===== src/u16u8_pkg.sv =====
package u16u8_pkg;

	localparam int RunMax            = 6;
	localparam int QueueDepthDefault = 2;

	localparam logic [15:0] HighFirst = 16'hD800;
	localparam logic [15:0] HighLast  = 16'hDBFF;
	localparam logic [15:0] LowFirst  = 16'hDC00;
	localparam logic [15:0] LowLast   = 16'hDFFF;

	localparam logic [20:0] ScalarRepl  = 21'h00FFFD;
	localparam logic [20:0] ScalarBom   = 21'h00FEFF;
	localparam logic [20:0] ScalarPlane = 21'h010000;
	localparam logic [20:0] Lim1        = 21'h000080;
	localparam logic [20:0] Lim2        = 21'h000800;
	localparam logic [20:0] Lim3        = 21'h010000;

	typedef struct packed {
		logic [15:0] code_unit;
		logic        end_of_text;
	} in_item_t;

	typedef struct packed {
		logic [7:0] out_byte;
		logic       last_of_run;
	} out_item_t;

	typedef struct packed {
		logic [RunMax-1:0][7:0] bytes;
		logic [2:0]             count;
	} run_t;

	function automatic logic [2:0] enc_len(logic [20:0] s);
		logic [2:0] n;
		if (s < Lim1) begin
			n = 3'd1;
		end else if (s < Lim2) begin
			n = 3'd2;
		end else if (s < Lim3) begin
			n = 3'd3;
		end else begin
			n = 3'd4;
		end
		return n;
	endfunction

	// byte 0 goes out first
	function automatic logic [3:0][7:0] enc_bytes(logic [20:0] s);
		logic [3:0][7:0] b;
		b = '0;
		if (s < Lim1) begin
			b[0] = {1'b0, s[6:0]};
		end else if (s < Lim2) begin
			b[0] = {3'b110, s[10:6]};
			b[1] = {2'b10, s[5:0]};
		end else if (s < Lim3) begin
			b[0] = {4'b1110, s[15:12]};
			b[1] = {2'b10, s[11:6]};
			b[2] = {2'b10, s[5:0]};
		end else begin
			b[0] = {5'b11110, s[20:18]};
			b[1] = {2'b10, s[17:12]};
			b[2] = {2'b10, s[11:6]};
			b[3] = {2'b10, s[5:0]};
		end
		return b;
	endfunction

	function automatic run_t run_append(run_t r, logic [20:0] s);
		run_t            o;
		logic [3:0][7:0] e;
		logic [2:0]      n;
		o = r;
		e = enc_bytes(s);
		n = enc_len(s);
		for (int j = 0; j < RunMax; j++) begin
			if (j >= int'(r.count) && j < int'(r.count) + int'(n)) begin
				o.bytes[j] = e[2'(j - int'(r.count))];
			end
		end
		o.count = r.count + n;
		return o;
	endfunction

endpackage


===== src/utf16_to_utf8_encoder_core.sv =====
// The first byte of a unit is registered in the queue and then in the output stage before it is valid.
// Throughput: one UTF-8 byte per cycle from the output serializer while utf8_stall is low;
//   a unit yields n bytes (typically 1 to 3, at most 6) and holds the serializer until all are out.
// Units that yield no byte are absorbed by the front and never enter the queue.
// Reset: no surrogate held, new text pending, byte order mark off, queue empty.
module utf16_to_utf8_encoder_core #(
	parameter int QueueDepth = u16u8_pkg::QueueDepthDefault
) (
	input  logic                 clk,
	input  logic                 arst_n,
	input  logic                 cfg_valid,
	output logic                 cfg_ready,
	input  logic                 cfg_data,
	input  logic                 utf16_valid,
	output logic                 utf16_stall,
	input  u16u8_pkg::in_item_t  utf16_beat,
	output logic                 utf8_valid,
	input  logic                 utf8_stall,
	output u16u8_pkg::out_item_t utf8_beat
);
	import u16u8_pkg::*;

	logic push;
	run_t push_run;
	logic q_full;
	logic pop;
	logic head_valid;
	run_t head_run;

	u16u8_front u_front (
		.clk         (clk),
		.arst_n      (arst_n),
		.cfg_valid   (cfg_valid),
		.cfg_ready   (cfg_ready),
		.cfg_data    (cfg_data),
		.utf16_valid (utf16_valid),
		.utf16_stall (utf16_stall),
		.utf16_beat  (utf16_beat),
		.q_full      (q_full),
		.push        (push),
		.push_run    (push_run)
	);

	u16u8_queue #(
		.Depth (QueueDepth)
	) u_queue (
		.clk        (clk),
		.arst_n     (arst_n),
		.push       (push),
		.push_run   (push_run),
		.full       (q_full),
		.pop        (pop),
		.head_valid (head_valid),
		.head_run   (head_run)
	);

	u16u8_back u_back (
		.clk        (clk),
		.arst_n     (arst_n),
		.head_valid (head_valid),
		.head_run   (head_run),
		.pop        (pop),
		.utf8_valid (utf8_valid),
		.utf8_stall (utf8_stall),
		.utf8_beat  (utf8_beat)
	);

endmodule


===== src/u16u8_front.sv =====
module u16u8_front (
	input  logic                clk,
	input  logic                arst_n,
	input  logic                cfg_valid,
	output logic                cfg_ready,
	input  logic                cfg_data,
	input  logic                utf16_valid,
	output logic                utf16_stall,
	input  u16u8_pkg::in_item_t utf16_beat,
	input  logic                q_full,
	output logic                push,
	output u16u8_pkg::run_t     push_run
);
	import u16u8_pkg::*;

	logic       emit_bom_q;
	logic       held_q;
	logic [9:0] held_bits_q;
	logic       started_q;

	logic       accept;
	logic       is_high;
	logic       is_low;
	logic       held_d;
	logic [9:0] held_bits_d;
	logic       started_d;
	run_t       run;

	assign cfg_ready   = 1'b1;
	assign utf16_stall = q_full;
	assign accept      = utf16_valid && !q_full;

	always_comb begin
		is_high     = utf16_beat.code_unit inside {[HighFirst:HighLast]};
		is_low      = utf16_beat.code_unit inside {[LowFirst:LowLast]};
		run         = '0;
		held_d      = held_q;
		held_bits_d = held_bits_q;
		started_d   = 1'b1;
		if (!started_q && emit_bom_q) begin
			run = run_append(run, ScalarBom);
		end
		if (held_q && is_low) begin
			run    = run_append(run, ScalarPlane + 21'({held_bits_q, utf16_beat.code_unit[9:0]}));
			held_d = 1'b0;
		end else begin
			if (held_q) begin
				run = run_append(run, ScalarRepl);
			end
			held_d = 1'b0;
			if (is_high) begin
				held_d      = 1'b1;
				held_bits_d = utf16_beat.code_unit[9:0];
			end else if (is_low) begin
				run = run_append(run, ScalarRepl);
			end else begin
				run = run_append(run, 21'(utf16_beat.code_unit));
			end
		end
		if (utf16_beat.end_of_text) begin
			if (held_d) begin
				run = run_append(run, ScalarRepl);
			end
			held_d      = 1'b0;
			held_bits_d = '0;
			started_d   = 1'b0;
		end
	end

	assign push     = accept && (run.count != 3'd0);
	assign push_run = run;

	always_ff @(posedge clk or negedge arst_n) begin
		if (!arst_n) begin
			emit_bom_q  <= 1'b0;
			held_q      <= 1'b0;
			held_bits_q <= '0;
			started_q   <= 1'b0;
		end else begin
			if (cfg_valid) begin
				emit_bom_q <= cfg_data;
			end
			if (accept) begin
				held_q      <= held_d;
				held_bits_q <= held_bits_d;
				started_q   <= started_d;
			end
		end
	end

endmodule


===== src/u16u8_queue.sv =====
module u16u8_queue #(
	parameter int Depth = u16u8_pkg::QueueDepthDefault
) (
	input  logic            clk,
	input  logic            arst_n,
	input  logic            push,
	input  u16u8_pkg::run_t push_run,
	output logic            full,
	input  logic            pop,
	output logic            head_valid,
	output u16u8_pkg::run_t head_run
);
	import u16u8_pkg::*;

	localparam int PtrW = (Depth > 1) ? $clog2(Depth) : 1;
	localparam int CntW = $clog2(Depth + 1);

	run_t            mem_q [Depth];
	logic [PtrW-1:0] wr_ptr_q;
	logic [PtrW-1:0] rd_ptr_q;
	logic [CntW-1:0] cnt_q;
	logic            do_pop;

	assign full       = (cnt_q == CntW'(Depth));
	assign head_valid = (cnt_q != '0);
	assign head_run   = mem_q[rd_ptr_q];
	assign do_pop     = pop && head_valid;

	function automatic logic [PtrW-1:0] next_ptr(logic [PtrW-1:0] p);
		return (p == PtrW'(Depth - 1)) ? '0 : p + 1'b1;
	endfunction

	always_ff @(posedge clk) begin
		if (push) begin
			mem_q[wr_ptr_q] <= push_run;
		end
	end

	always_ff @(posedge clk or negedge arst_n) begin
		if (!arst_n) begin
			wr_ptr_q <= '0;
			rd_ptr_q <= '0;
			cnt_q    <= '0;
		end else begin
			if (push) begin
				wr_ptr_q <= next_ptr(wr_ptr_q);
			end
			if (do_pop) begin
				rd_ptr_q <= next_ptr(rd_ptr_q);
			end
			if (push && !do_pop) begin
				cnt_q <= cnt_q + 1'b1;
			end else if (!push && do_pop) begin
				cnt_q <= cnt_q - 1'b1;
			end
		end
	end

endmodule


===== src/u16u8_back.sv =====
module u16u8_back (
	input  logic                 clk,
	input  logic                 arst_n,
	input  logic                 head_valid,
	input  u16u8_pkg::run_t      head_run,
	output logic                 pop,
	output logic                 utf8_valid,
	input  logic                 utf8_stall,
	output u16u8_pkg::out_item_t utf8_beat
);
	import u16u8_pkg::*;

	logic       valid_q;
	out_item_t  beat_q;
	logic [2:0] idx_q;
	logic       load;
	logic       last;

	assign load = !valid_q || !utf8_stall;
	assign last = (idx_q == head_run.count - 3'd1);
	assign pop  = load && head_valid && last;

	assign utf8_valid = valid_q;
	assign utf8_beat  = beat_q;

	always_ff @(posedge clk) begin
		if (load && head_valid) begin
			beat_q.out_byte    <= head_run.bytes[idx_q];
			beat_q.last_of_run <= last;
		end
	end

	always_ff @(posedge clk or negedge arst_n) begin
		if (!arst_n) begin
			valid_q <= 1'b0;
			idx_q   <= '0;
		end else if (load) begin
			valid_q <= head_valid;
			if (head_valid) begin
				idx_q <= last ? 3'd0 : idx_q + 3'd1;
			end
		end
	end

endmodule

===== config.mk =====
export PLATFORM = sky130hd
export DESIGN_NAME = utf16_to_utf8_encoder_core
export DESIGN_NICKNAME = d
export VERILOG_FILES = /design/src/u16u8_pkg.sv /design/src/utf16_to_utf8_encoder_core.sv /design/src/u16u8_front.sv /design/src/u16u8_queue.sv /design/src/u16u8_back.sv
export SDC_FILE = /design/constraint.sdc
export NUM_CORES = 1
export LEC_CHECK = 0
export BUFFER_PORTS_ARGS = -buffer_cell sky130_fd_sc_hd__buf_2
export CAP_MARGIN = 30
export CORE_ASPECT_RATIO = 1.4
export CORE_UTILIZATION = 45
export DETAILED_ROUTE_END_ITERATION = 6
export GPL_ROUTABILITY_DRIVEN = 0
export GPL_TIMING_DRIVEN = 1
export PLACE_DENSITY_LB_ADDON = 0.3
export SETUP_SLACK_MARGIN = 0.15
export SYNTH_ARGS = -nofsm -noshare
export SYNTH_HDL_FRONTEND = slang
export SYNTH_SLANG_ARGS = --single-unit

===== constraint.sdc =====
create_clock -name clk -period 7 [get_ports clk]
set_input_delay 0 -clock clk [delete_from_list [all_inputs] [get_ports clk]]
set_output_delay 0 -clock clk [all_outputs]
set_load 0.02 [all_outputs]

; ---- After elaboration in Yosys (flattened, before gate mapping)
; Memory sizes are Yosys's and may differ from the RTL's.
; Cells that the tools add are included.
[op_classes]
n_lt_le_gt_ge = 82
addsub = 35
n_reduce_logical = 54
eq_ne = 3
n_mux = 192
[op_table]
columns = op, n
row1 = $mux 8, 105
row2 = $bmux 8 s2, 30
row3 = $mux 51, 8
row4 = $lt 3x32->1 const A, 10
row5 = $lt 4x32->1 const A, 10
row6 = $mux 32, 7
row7 = $lt 1x32->1 const A, 5
row8 = $lt 2x32->1 const A, 5
row9 = $mux 24, 5
row10 = $lt 2x4->1 const B, 18
row11 = $mux 3, 17
row12 = $mux 16, 3
row13 = $logic_and 1x1->1, 41
row14 = $ge 16x16->1 const B, 2
row15 = $le 16x16->1 const B, 2
row16 = $mux 10, 3
row17 = $bmux 8 s3, 1
row18 = $sub 1x2->2 const A, 12
row19 = $mux 22, 1
row20 = $add 17x20->21 const A, 1
row21 = $lt 21x12->1 const B, 1
row22 = $lt 21x17->1 const B, 1
row23 = $lt 21x8->1 const B, 1
row24 = $add 3x3->4, 5
row25 = 28 further kinds, 72
[totals]
output_inout_bits = 12
ram_bits = 102
ff_bits = 30
n_memories = 1
[memory_table]
columns = memory, words, width, rd, rd_clocked_by_memory_dff, write_ports, line_no
row1 = u_queue.mem_q, 2, 51, 1, 0, 1, u16u8_queue.sv:18  ; run_t mem_q [Depth];

; ---- Logic depth before layout (Yosys ltp)
; Gate-level depths: netlist of the first run.
[logic_depth]
word_depth = 34
mapped_depth = 21
ltp_nobuf = 19

; ---- Modules after synthesis
; A second synthesis of the first run with hierarchy kept.
[hier_totals]
hier_cells = 927
area_unflattened_um2 = 9566.7
[by_module_without_submodules]
columns = module, area_per_inst_um2, seq_area_each_um2, instances, cells_each
row1 = u16u8_front, 4510.6, 325.3, 1, 676
row2 = u16u8_queue, 4121.5, 3163.0, 1, 175
row3 = u16u8_back, 934.6, 370.4, 1, 76

; ---- Least setup slack after synthesis of the first run
; No wires, ideal clock.
[synth_timing]
kind = register -> register
from = reg u_front.held_bits_q[6]
to = mem u_queue.mem_q[0][0] in the netlist's numbering (enable)
arrival_ns = 7.236
setup_time_ns = 0.522
required_time_ns = 6.478
path_buffers = 0
path_stages_with_launch = 16
setup_slack_ns = -0.759
path_cell_list = dfrtp_1 ha_1 nor3b_1 o21ai_2 nor3_1 nor2_1 ha_1 xor2_1 and3_1 a211o_1 inv_2 ha_1 ha_1 nor2_1 a2111oi_2 nor3_1
[synth_via]
elab_chain_cells = 15
[synth_lines]
columns = item, line_no
row1 = "start, declared", u16u8_front.sv:18  ; logic [9:0] held_bits_q;
row2 = "start signal, assigned", u16u8_front.sv:85  ; held_bits_q <= held_bits_d;
row3 = $add 17x20->21 *, u16u8_front.sv:44  ; run = run_append(run, ScalarPlane + 21'({held_bits_q, utf16_beat.code_unit[9:0]}));
row4 = $lt 21x17->1, u16u8_pkg.sv:39  ; end else if (s < Lim3) begin
row5 = $mux 3, u16u8_pkg.sv:39
row6 = $mux 3, u16u8_pkg.sv:37  ; end else if (s < Lim2) begin
row7 = $mux 3 *, u16u8_pkg.sv:35  ; if (s < Lim1) begin
row8 = $mux 3 *, u16u8_front.sv:43  ; if (held_q && is_low) begin
row9 = $add 3x3->3 *, u16u8_pkg.sv:81  ; o.count = r.count + n;
row10 = $mux 51 *, u16u8_front.sv:43
row11 = $add 3x3->3, u16u8_pkg.sv:81
row12 = $mux 51, u16u8_front.sv:61  ; if (held_d) begin
row13 = $mux 51 *, u16u8_front.sv:60  ; if (utf16_beat.end_of_text) begin
row14 = $reduce_bool 3->1 *, u16u8_front.sv:70  ; assign push = accept && (run.count != 3'd0);
row15 = $logic_and 1x1->1 *, u16u8_front.sv:70
row16 = $mux 1 *, u16u8_queue.sv:34  ; if (push) begin
row17 = $mux 1 (implied by the code) *, u16u8_queue.sv:35  ; mem_q[wr_ptr_q] <= push_run;
row18 = "end, declared", u16u8_queue.sv:18
; Mark *: on every way between the ends. The rest lies on a longest branch, timed or not. The select of a mux whose other input is x is not followed.

; ---- Final worst setup path of the first run
[layout_timing]
from = reg u_front.held_bits_q[6]
to = mem u_queue.mem_q[1][46] in the netlist's numbering (enable)
[layout_via]
elab_chain_cells = 15
[layout_lines]
columns = item, line_no
row1 = $add 17x20->21 *, u16u8_front.sv:44
row2 = $lt 21x17->1, u16u8_pkg.sv:39
row3 = $mux 3, u16u8_pkg.sv:39
row4 = $mux 3, u16u8_pkg.sv:37
row5 = $mux 3 *, u16u8_pkg.sv:35
row6 = $mux 3 *, u16u8_front.sv:43
row7 = $add 3x3->3 *, u16u8_pkg.sv:81
row8 = $mux 51 *, u16u8_front.sv:43
row9 = $add 3x3->3, u16u8_pkg.sv:81
row10 = $mux 51, u16u8_front.sv:61
row11 = $mux 51 *, u16u8_front.sv:60
row12 = $reduce_bool 3->1 *, u16u8_front.sv:70
row13 = $logic_and 1x1->1 *, u16u8_front.sv:70
row14 = via push, utf16_to_utf8_encoder_core.sv:23  ; logic push;
row15 = $mux 1 *, u16u8_queue.sv:34
row16 = $mux 1 (implied by the code) *, u16u8_queue.sv:35
; The timed path passes the listed nets; every way through them passes the cells marked *. The select of a mux whose other input is x is not followed.

==> results.md, run 1 <==
* Routed wire length at between 20,000 and 30,000 um
* Worst hold stages at 2
* Ys Warns at 0
* Post-detailed-route count of antenna-violating nets at 0
* Buffers and inverters on the worst path at 2
* Main combinational cell family by area after synthesis: compound AO/OA/AOI/OAI gates
* GRT met3 Usage at 5.664%
* Critical path's slowest cell: a221oi_4
* P&R area growth vs syn at 10.28%
* Initial DRC count at 969
* Reg2Reg Depth at 16
* Vias in the first global route at 7,601
* Post-CTS setup buffer count at 0
* Worst R2R End: u_queue.mem_q[1][46]
* CTS clock-pin slew for the worst setup and hold paths at 0.06 ns
* IO buf count at 33
* Drt pass-1 iters at 6
* Global-route wire length before repair at 44,710 um
* Via count at 7,974
* CP Data Required Time at 7.09 ns
* Antenna violations before repair at 0
* Min-Delay Endpoint: u_front.held_bits_q[7]
* Net Count, Synth at 964
* Cells along the critical path: ha_1, nor3b_1, o2111ai_1, nand2_1, nand2_1, ha_1, o41ai_2, a221oi_4, inv_1, ha_1, ha_1, nor2_1, a2111oi_2, nor2_1, and2_2, buf_4
* Tightest Hold Check Type: in2reg
* Final Skew at about 0.010 ns
* RSZ-0062 raised after global routing: no
* Maximum clock insertion buffer count at 2
* CP dominant cell by count: ha_1
* H-tree Lvls at 4
* Pwr/cell area at 392.1 nW/um2
* Peak supply drop at 0.1442 mV
* Met1 usage at 35.29%
* Post-DR vias/cell at between 6 and 7
* Worst R2R Start: u_front.held_bits_q[6]
* Layout cells sized above 1 at 15.39%
* Max-slew violations at 0
* Nets@finish at roughly 970
* Crit-path max cell delay at 0.55 ns
* Clock Latency Late Sink at 0.42 ns
* Pre-CTS setup slack at 1.183 ns
* Sequential area share after synthesis at 42.49%
* CTS buffer count at 17
* Core Area at between 15,000 and 20,000 um2
* CP endpoint kind: flip-flop
* Post-Synth XOR/XNOR Area at 1.254%
* Final Cell Area at 10,010 um2
* CTS tree: built
* Mean Syn Cell Area at 9.925 um2
* Initial core utilization at 45.76%
* Met2 Track Usage GR at 48.39%
* CTS hold repair buffers at 6
* Synth Flop Type: edfxtp_1
* Adder-Cell Fraction of Synth Area at under 10%
* WS Path Type: reg2reg
* Flip-flop and latch count after synthesis at 132
* R2r setup slk at 1.06 ns
* Setup ws final at 1.062 ns
* Outcome: finished clean
* Async set-reset flop share out of synthesis at between 15 and 20%
* Fmax at 0.1684 GHz
* Placed cell count at 1,143
* Non-Filler Instances at 1,181
* Hold path start: utf16_beat[8]
* DR WL/cell at 24.74 um
* Setup violation total in the final timing report at 0
* Cell family with most CP delay: compound AO/OA/AOI/OAI gates
* Post-synthesis compound-gate area fraction at 22.65%
* Clk root buf: clkbuf_16
* Placed Area at 9359 um2
* Die Wd at 122.1 um
* Synthesized cell area at between 9000 and 10,000 um2
* Fill count at between 1,500 and 2,000
* Overflow after GRT at 0
* Vert. Die Dim at approximately 170 um
* Portion of netlist area occupied by mux cells at 9.025%
* Final worst path period need at 5.938 ns
* Post-CTS Resized at 0
* Busiest layer in global routing: met2
* Hold_ws at 0.04034 ns
* Clock sink count at between 100 and 150
* Crit path max fanout at 51
* Post-synth EDFFs at between 100 and 150
* Count of final hold-check violations at 0
* Largest net degree at the start of global routing at 52
* Die ar. at 20,760 um2
* Simple-gate share of the synthesized area at 16.09%
* Worst-margin pin slew at 0.9564 ns
* Slew HR at 36.24%
* Critical path data arrival time at 6.03 ns
* Io pins at 35
* Syn Inst Count at 915
* P_leak at approximately 3.7 nW
* Drt drc at 0
* Row cnt at a little over 60
* Netlist cell types at 91
* Detailed placement HPWL at 21,080 um
* CP startpoint kind: flip-flop
* Number of antenna diodes at 0
* Fin crit share at 84.83%
* Total GRT Usage at between 20% and 30%
* Setup tns final at 0 ns
* Max-capacitance violation count at 0
-- how the worst max path moves through the flow --
stage                     depth (start not counted)              startpoint              endpoint  slack, ns
after floorplan                                  15  u_front.held_bits_q[6]   u_queue.mem_q[0][0]       0.81
after global placement                           16  u_front.held_bits_q[6]   u_queue.mem_q[1][8]       1.32
after detailed placement                         16  u_front.held_bits_q[6]   u_queue.mem_q[1][8]       1.18
after CTS                                        16  u_front.held_bits_q[6]  u_queue.mem_q[1][46]       1.11
after global routing                             16  u_front.held_bits_q[6]  u_queue.mem_q[1][50]       0.57
final                                            16  u_front.held_bits_q[6]  u_queue.mem_q[1][46]       1.06
-- routing by layer --
metal,share of wire (%),up-vias
met3,8.9,144
met1,36,3789
met2,47,511
met4,7.2,0
li1,-,3530
met5,0,-
-- area by class of cell --
cell class              count  area, um2  area share, %
clock inverters            15      170.2          1.699
inverters                  34      127.6          1.274
well taps                 252      315.3          3.148
repair buffers             50      307.8          3.073
multi-input cells         681       4808          48.01
clock buffers              17      425.4          4.248
flip-flops and latches    132       3860          38.54
-- per-stage QoR --
step / util, % / total power, W
floorplan: - / 0.002546
global placement: 47.16 / 0.002999
detailed placement: 47.16 / 0.003026
CTS: 50.47 / 0.003916
global route: 50.47 / 0.004139
finish: 50.47 / 0.003926
-- state kept, by name (all words and copies together) (netlist names) --
name / flops
u_front.held_q: 1
u_queue.rd_ptr_q: 1
u_queue.mem_q: 102
u_back.utf8_valid: 1
u_queue.wr_ptr_q: 1
u_front.started_q: 1
u_front.held_bits_q: 10
u_queue.cnt_q: 2
u_front.emit_bom_q: 1
u_back.utf8_beat: 9
u_back.idx_q: 3
-- synthesized netlist by cell type, types with 17 or more instances --
library cell / instances / area, um2
nand2_1: 78 / 292.8
mux4_2: 24 / 540.5
nor2_1: 70 / 262.8
a21oi_1: 65 / 325.3
o22ai_1: 20 / 125.1
a22o_1: 17 / 148.9
inv_1: 32 / 120.1
dfrtp_1: 21 / 525.5
a31oi_1: 31 / 193.9
edfxtp_1: 111 / 3333
o21ai_0: 62 / 310.3
mux2i_1: 20 / 200.2
ha_1: 24 / 300.3
clkbuf_1: 46 / 172.7
nor3_1: 25 / 125.1
nand3_1: 26 / 130.1
-- cells by family after synthesis --
| kind of cell | after synthesis |
|---|---|
| compound gates | 300 |
| xor+xnor | 13 |
| fa+ha+maj | 26 |
| buf+inv | 102 |
| flops | 132 |
| mux | 51 |
| other cells | 1 |
| simple gates | 290 |
-- placed cells by master, fill, tap and decap left out, types with 24 or more instances in the layout --
cell        n
o21ai_0    62
inv_1      32
ha_1       24
mux4_2     24
nor3_1     24
buf_2      33
nor2_1     70
a31oi_1    31
a21oi_1    65
nand3_1    26
edfxtp_1  111
nand2_1    78
-- where the power goes --
part	switching, W	internal (W)	total [W]
logic	0.00110	0.000639	0.00174
registers	0.0000867	0.00122	0.00131
clock network	0.000349	0.000532	0.000881
Power figures use the tool's default switching activity.
==> inputs of run 2 (changes only) <==
clock period = 5.35 ns   (was 7 ns; I/O delays follow)
==> run 2 against run 1 <==
  * The run now ends with DRC left
  * Highest routed layer unchanged
  * Routed wire length is 3.3% higher
  * Via count up 2.0%
  * Non-clock buffer count up 18
  * Sequential share of layout area is 0.86 points lower
  * Final cell count up 1.5%
  * Largest cell class unchanged
  * Count of clock-buffer cells in the layout rose by 1
  * Core utilization up 1.2 points
==> results.md, run 2 (synthesis results as in run 1) <==
* WS Path Type: reg2reg (unchanged)
* CTS clock-pin slew for the worst setup and hold paths at 0.06 ns (about the same)
* Reg2Reg Depth at 16 (unchanged)
* Final worst path period need at 4.935 ns (was 5.938 ns)
* Setup violation total in the final timing report at 0 (unchanged)
* Slew HR at 31.61% (was 36.24%)
* Pwr/cell area at 511.2 nW/um2 (was 392.1 nW/um2)
* Core Area at 19,840 um2 (unchanged)
* Drt pass-1 iters at 7 (was 6)
* Fill count at 1,836 (was 1,855)
* R2r setup slk at 0.41 ns (was 1.06 ns)
* Post-DR vias/cell at 6.786 (was 6.752)
* Leading cell type in the layout, fill and taps excluded: edfxtp_1 (unchanged)
* Worst R2R Start: u_front.held_bits_q[6] (unchanged)
* Die ar. at 20,760 um2 (unchanged)
* Antenna violations before repair at 0 (unchanged)
* Failing checks: DRC
* Clk root buf: clkbuf_16 (unchanged)
* Largest net degree at the start of global routing at 46 (was 52)
* Global-route wire length before repair at 46,940 um (was 44,710 um)
* Fmax at 0.2026 GHz (was 0.1684 GHz)
* Worst hold stages at 2 (unchanged)
* Io pins at 35 (unchanged)
* DR WL/cell at 25.17 um (was 24.74 um)
* Crit path max fanout at 45 (was 51)
* P_leak at 3.791 nW (was 3.689 nW)
* Post-detailed-route count of antenna-violating nets at 0 (unchanged)
* Fin crit share at 92.25% (was 84.83%)
* Critical path's slowest cell: dfrtp_2 (was a221oi_4)
* Drt drc at 9 (was 0)
* Max reg flops at 102 (unchanged)
* Total GRT Usage at 30.62% (was 29.51%)
* CTS buffer count at 17 (unchanged)
* Worst-margin pin slew at 1.018 ns (was 0.9564 ns)
* Clock Latency Late Sink at 0.43 ns (was 0.42 ns)
* IO buf count at 33 (unchanged)
* Count of final hold-check violations at 0 (unchanged)
* CTS tree: built (unchanged)
* Multi-input gate area at 4877 um2 (was 4808 um2)
* Vert. Die Dim at 170.1 um (unchanged)
* Area of all sequential standard cells at 3861 um2 (was 3860 um2)
* Maximum clock insertion buffer count at 2 (unchanged)
* Detailed placement HPWL at 21,790 um (was 21,080 um)
* Max-slew violations at 0 (unchanged)
* Vias in the first global route at 7,970 (was 7,601)
* Most flop-heavy register: u_queue.mem_q (unchanged)
* Via count at 8,136 (was 7,974)
* Most frequent cells in the layout: 111 x edfxtp_1, 78 x nand2_1, 68 x nor2_1 (was 111 x edfxtp_1, 78 x nand2_1, 70 x nor2_1)
* Routed wire length at 30,180 um (was 29,220 um)
* Number of antenna diodes at 0 (unchanged)
* CP startpoint kind: flip-flop (unchanged)
* Total Power at 0.005238 W (was 0.003926 W)
* Worst R2R End: u_queue.mem_q[0][39] (was u_queue.mem_q[1][46])
* Row cnt at 61 (unchanged)
* Min-Delay Endpoint: u_front.held_bits_q[8] (was u_front.held_bits_q[7])
* Clock sink count at 132 (unchanged)
* Hold_ws at 0.03955 ns (was 0.04034 ns)
* Cells along the critical path: ha_4, nor3b_4, o21ai_4, nor3_4, nor2_1, ha_1, xor2_1, and3_1, a211o_2, inv_2, ha_1, ha_2, nor2_1, a2111oi_4, nor3_4, buf_12 (was ha_1, nor3b_1, o2111ai_1, nand2_1, nand2_1, ha_1, o41ai_2, a221oi_4, inv_1, ha_1, ha_1, nor2_1, a2111oi_2, nor2_1, and2_2, buf_4)
* Nets@finish at 983 (was 965)
* Overflow after GRT at 0 (unchanged)
* Critical path data arrival time at 5.02 ns (was 6.03 ns)
* Initial DRC count at 1,081 (was 969)
* H-tree Lvls at 4 (unchanged)
* Outcome: complete, but fails checks (was finished clean)
* CP endpoint kind: flip-flop (unchanged)
* CP Data Required Time at 5.43 ns (was 7.09 ns)
* Max-capacitance violation count at 0 (unchanged)
* Layout cells sized above 1 at 17.95% (was 15.39%)
* Setup tns final at 0 ns (unchanged)
* Final Skew at 0.02709 ns (was 0.01044 ns)
* Peak supply drop at 0.2316 mV (was 0.1442 mV)
* Initial core utilization at 45.76% (unchanged)
* Hold path start: utf16_beat[9] (was utf16_beat[8])
* P&R area growth vs syn at 12.84% (was 10.28%)
* Die Wd at 122.1 um (unchanged)
* RSZ-0062 raised after global routing: no (unchanged)
* Tightest Hold Check Type: in2reg (unchanged)
* Crit-path max cell delay at 0.47 ns (was 0.55 ns)
## run 2: final cells by class
class	instances	share of cell area, %
multi-input cells	681	47.59
flip-flops and latches	132	37.68
inverters	34	1.245
well taps	252	3.077
repair buffers	68	4.664
clock inverters	14	1.453
clock buffers	18	4.286
## run 2: worst max path at each step
stage | slack (ns) | end | depth (start not counted) | startpoint
after floorplan | 0.19 | u_queue.mem_q[0][0] | 16 | u_front.held_bits_q[6]
after global placement | 0.19 | u_queue.mem_q[1][12] | 16 | u_front.held_bits_q[6]
after detailed placement | 0.07 | u_queue.mem_q[1][12] | 16 | u_front.held_bits_q[6]
after CTS | 0.16 | u_queue.mem_q[1][10] | 17 | u_front.held_bits_q[6]
after global routing | 0.15 | u_queue.mem_q[0][47] | 16 | u_front.held_bits_q[6]
final | 0.41 | u_queue.mem_q[0][39] | 16 | u_front.held_bits_q[6]
## run 2: metrics by stage
step | area, um2 | cells | worst slack, ns | utilization [%]
global placement | 9544 | 1159 | 0.1936 | 48.10
finish | 10250 | 1199 | 0.4145 | 51.64
floorplan | 9140 | 915 | 0.1919 | -
detailed placement | 9544 | 1159 | 0.06853 | 48.10
global route | 10250 | 1199 | 0.1498 | 51.64
CTS | 10210 | 1199 | 0.1558 | 51.46
## run 2: power breakdown
| part | internal, W | total (W) | switching, W |
|---|---|---|---|
| combinational | 0.000890 | 0.00238 | 0.00149 |
| sequential | 0.00159 | 0.00171 | 0.000111 |
| clock | 0.000702 | 0.00115 | 0.000447 |
| total | 0.00319 | 0.00524 | 0.00205 |
## run 2: critical path: cells and delay by family (launching register included)
family | cells | cell delay, ns
simple gates | 6 | 1.46
buf+inv | 2 | 0.47
compound gates | 3 | 0.76
xor+xnor | 1 | 0.17
flops | 1 | 0.47
fa+ha+maj | 4 | 1.21
## run 2: routing by layer
layer / global-route usage, % / share of wire, % / up-vias
met5: 0 / 0 / -
met4: 19.25 / 6.6 / 0
met3: 5.798 / 9.0 / 151
met2: 49.67 / 48 / 570
met1: 37.21 / 36 / 3838
li1: - / - / 3577
## run 2: timing repair
| item | in CTS | in global routing |
|---|---|---|
| gates cloned | 0 | 0 |
| hold buffers | 7 | 0 |
| endpoints found under the hold margin | 26 | 0 |
| resized for setup | 1 | 7 |
| pin swaps | 1 | 1 |
| setup buffers | 1 | 0 |
| setup endpoints to repair | 42 | 116 |
==> inputs of run 3 (changes only) <==
CORE_UTILIZATION = 50   (was 45)
==> run 3 against run 2 <==
  * The flow still finishes with violations (DRC)
  * Register-to-register slack barely moved
  * Combinational power about the same
  * Setup slack improved by 0.012 ns
  * Largest cell class unchanged
  * Highest routed layer unchanged
==> results.md, run 3 (synthesis results as in run 1) <==
* P_leak at 3.744 nW (was 3.791 nW)
* Worst-margin pin slew at 0.8560 ns (was 1.018 ns)
* Clock sink count at 132 (unchanged)
* Buffers and inverters on the worst path at 2 (unchanged)
* Pwr/cell area at 508.4 nW/um2 (was 511.2 nW/um2)
* Crit path max fanout at 17 (was 45)
* Via count at 8,148 (was 8,136)
* Core Area at 17,540 um2 (was 19,840 um2)
* Cells along the critical path: ha_4, nor3b_4, o21ai_4, nor3_4, nor2_1, ha_1, xor2_1, and3_1, a211o_2, inv_2, ha_1, ha_2, or2_2, a221oi_2, buf_4, and2_1, a31oi_1 (was ha_4, nor3b_4, o21ai_4, nor3_4, nor2_1, ha_1, xor2_1, and3_1, a211o_2, inv_2, ha_1, ha_2, nor2_1, a2111oi_4, nor3_4, buf_12)
* Cell family with most CP delay: simple AND/OR/NAND/NOR gates (unchanged)
* Vias in the first global route at 7,664 (was 7,970)
* Non-Filler Instances at 1,180 (was 1,199)
* Drt drc at 26 (was 9)
* Overflow after GRT at 0 (unchanged)
* CTS clock-pin slew for the worst setup and hold paths at 0.06 ns (about the same)
* Metal3 WL at 3285 um (was 2723 um)
* Placed cell count at 1,143 (was 1,159)
* CP startpoint kind: flip-flop (unchanged)
* Post-DR vias/cell at 6.905 (was 6.786)
* Count of final hold-check violations at 0 (unchanged)
* Max-slew violations at 0 (unchanged)
* Pre-CTS setup slack at 0.3555 ns (was 0.06853 ns)
* Clock Latency Late Sink at 0.42 ns (was 0.43 ns)
* Setup ws final at 0.4266 ns (was 0.4145 ns)
* Maximum clock insertion buffer count at 2 (unchanged)
* Setup tns final at 0 ns (unchanged)
* Detailed placement HPWL at 21,000 um (was 21,790 um)
* Most frequent cells in the layout: 111 x edfxtp_1, 78 x nand2_1, 69 x nor2_1 (was 111 x edfxtp_1, 78 x nand2_1, 68 x nor2_1)
* Antenna violations before repair at 0 (unchanged)
* P&R area growth vs syn at 12.01% (was 12.84%)
* Row cnt at 57 (was 61)
* Most flop-heavy register: u_queue.mem_q (unchanged)
* Slew HR at 42.33% (was 31.61%)
* Failing checks: DRC (unchanged)
* Met1 Wirelength at 10,210 um (was 11,000 um)
* RSZ-0062 raised after global routing: no (unchanged)
* H-tree Lvls at 4 (unchanged)
* Routed wire length at 29,500 um (was 30,180 um)
* Clk root buf: clkbuf_16 (unchanged)
* CTS tree: built (unchanged)
* CP Data Required Time at 5.45 ns (was 5.43 ns)
* Fin crit share at 92.03% (was 92.25%)
* Final worst path period need at 4.923 ns (was 4.935 ns)
* Max-capacitance violation count at 0 (unchanged)
* Setup violation total in the final timing report at 0 (unchanged)
* DR WL/cell at 25.00 um (was 25.17 um)
* CTS buffer count at 17 (unchanged)
* Final Skew at 0.01344 ns (was 0.02709 ns)
* Critical path data arrival time at 5.03 ns (was 5.02 ns)
* Initial DRC count at 1,152 (was 1,081)
* Top layer in use: met4 (unchanged)
* Number of antenna diodes at 0 (unchanged)
* Initial core utilization at 51.76% (was 45.76%)
* CP dominant cell by count: ha_1
* Peak supply drop at 0.2127 mV (was 0.2316 mV)
* WS Path Type: reg2reg (unchanged)
* Final Core Density at 57.98% (was 51.64%)
* CP endpoint kind: flip-flop (unchanged)
* Die Wd at 115.9 um (was 122.1 um)
* Global-route wire length before repair at 45,210 um (was 46,940 um)
* Tightest Hold Check Type: in2reg (unchanged)
* Total GRT Usage at 33.19% (was 30.62%)
* Fmax at 0.2031 GHz (was 0.2026 GHz)
* Drt pass-1 iters at 7 (unchanged)
* Met2 routed WL at 13,600 um (was 14,470 um)
* Critical path's slowest cell: dfrtp_2 (unchanged)
* Nets@finish at 980 (was 983)
* Crit-path max cell delay at 0.47 ns (about the same)
* Post-CTS setup buffer count at 0 (was 1)
* Max reg flops at 102 (unchanged)
* Io pins at 35 (unchanged)
* Outcome: complete, but fails checks (unchanged)
* Post-detailed-route count of antenna-violating nets at 0 (unchanged)
* Leading cell type in the layout, fill and taps excluded: edfxtp_1 (unchanged)
* Vert. Die Dim at 161.5 um (was 170.1 um)
* Hold_ws at 0.01657 ns (was 0.03955 ns)
* IO buf count at 33 (unchanged)
* Layout cells sized above 1 at 17.48% (was 17.95%)
* Largest net degree at the start of global routing at 52 (was 46)
* Die ar. at 18,710 um2 (was 20,760 um2)
## run 3: cell count changes in the layout (fill, tap and decap cells not counted), moves of 2 or more
cell | before | now
clkinvlp_4 | 1 | 6
clkbuf_8 | 1 | 3
clkbuf_1 | 0 | 2
inv_6 | 4 | 2
clkinv_2 | 4 | 0
clkinv_4 | 3 | 1
dlygate4sd3_1 | 7 | 5
## run 3: report_power, final
part	internal, W	switching [W]	leakage, nW	total [W]
Sequential	0.00159	0.000123	1.32	0.00172
Combinational	0.000881	0.00147	2.17	0.00235
Clock	0.000679	0.000427	0.262	0.00111
Total	0.00315	0.00202	3.74	0.00517
## run 3: final timing paths
kind	cells after the start	to	slack, ns	from
setup / recovery	17	u_queue.mem_q[0][50]	0.43	u_front.held_bits_q[6]
hold / removal	3	u_front.held_bits_q[8]	0.02	utf16_beat[9]
setup reg to reg	17	u_queue.mem_q[0][50]	0.43	u_front.held_bits_q[6]
hold reg to reg	2	u_front.started_q	0.48	u_front.started_q
max in group asynchronous	2	u_queue.rd_ptr_q	4.91	arst_n
min in group asynchronous	2	u_front.held_bits_q[4]	0.08	arst_n
## run 3: worst reg2reg max path, cell delays in order (launching register included)
cell	delay, ns
dfrtp_2	0.47
ha_4	0.29
nor3b_4	0.26
o21ai_4	0.21
nor3_4	0.33
nor2_1	0.08
ha_1	0.35
xor2_1	0.16
and3_1	0.19
a211o_2	0.44
inv_2	0.17
ha_1	0.22
ha_2	0.35
or2_2	0.31
a221oi_2	0.25
buf_4	0.21
and2_1	0.23
a31oi_1	0.10
## run 3: final cells by class
| class | instances | area (um2) |
|---|---|---|
| inverters | 34 | 127.6 |
| fillers | 1567 | 7372 |
| clock inverters | 10 | 101.3 |
| flip-flops and latches | 132 | 3861 |
| well taps | 236 | 295.3 |
| multi-input cells | 681 | 4870 |
| repair buffers | 65 | 442.9 |
| clock buffers | 22 | 474.2 |
## run 3: timing repair
action | 4_1_cts | 5_1_grt
setup endpoints to repair | 0 | 75
hold buffers | 5 | 0
gates resized for setup | 0 | 4
hold endpoints to repair | 24 | 0
## run 3: through the flow
step | area [um2] | power [W]
2_1_floorplan | 9140 | 0.003335
3_3_place_gp | 9524 | 0.003963
3_5_place_dp | 9524 | 0.004003
4_1_cts | 10150 | 0.005114
5_1_grt | 10170 | 0.005422
6_report | 10170 | 0.005171
## run 3: routing by layer
metal  global-route usage (%)  vias up
met5                        0        -
li1                         -     3572
met1                    38.98     3752
met2                    53.03      634
met3                    9.606      190
met4                    20.45        0
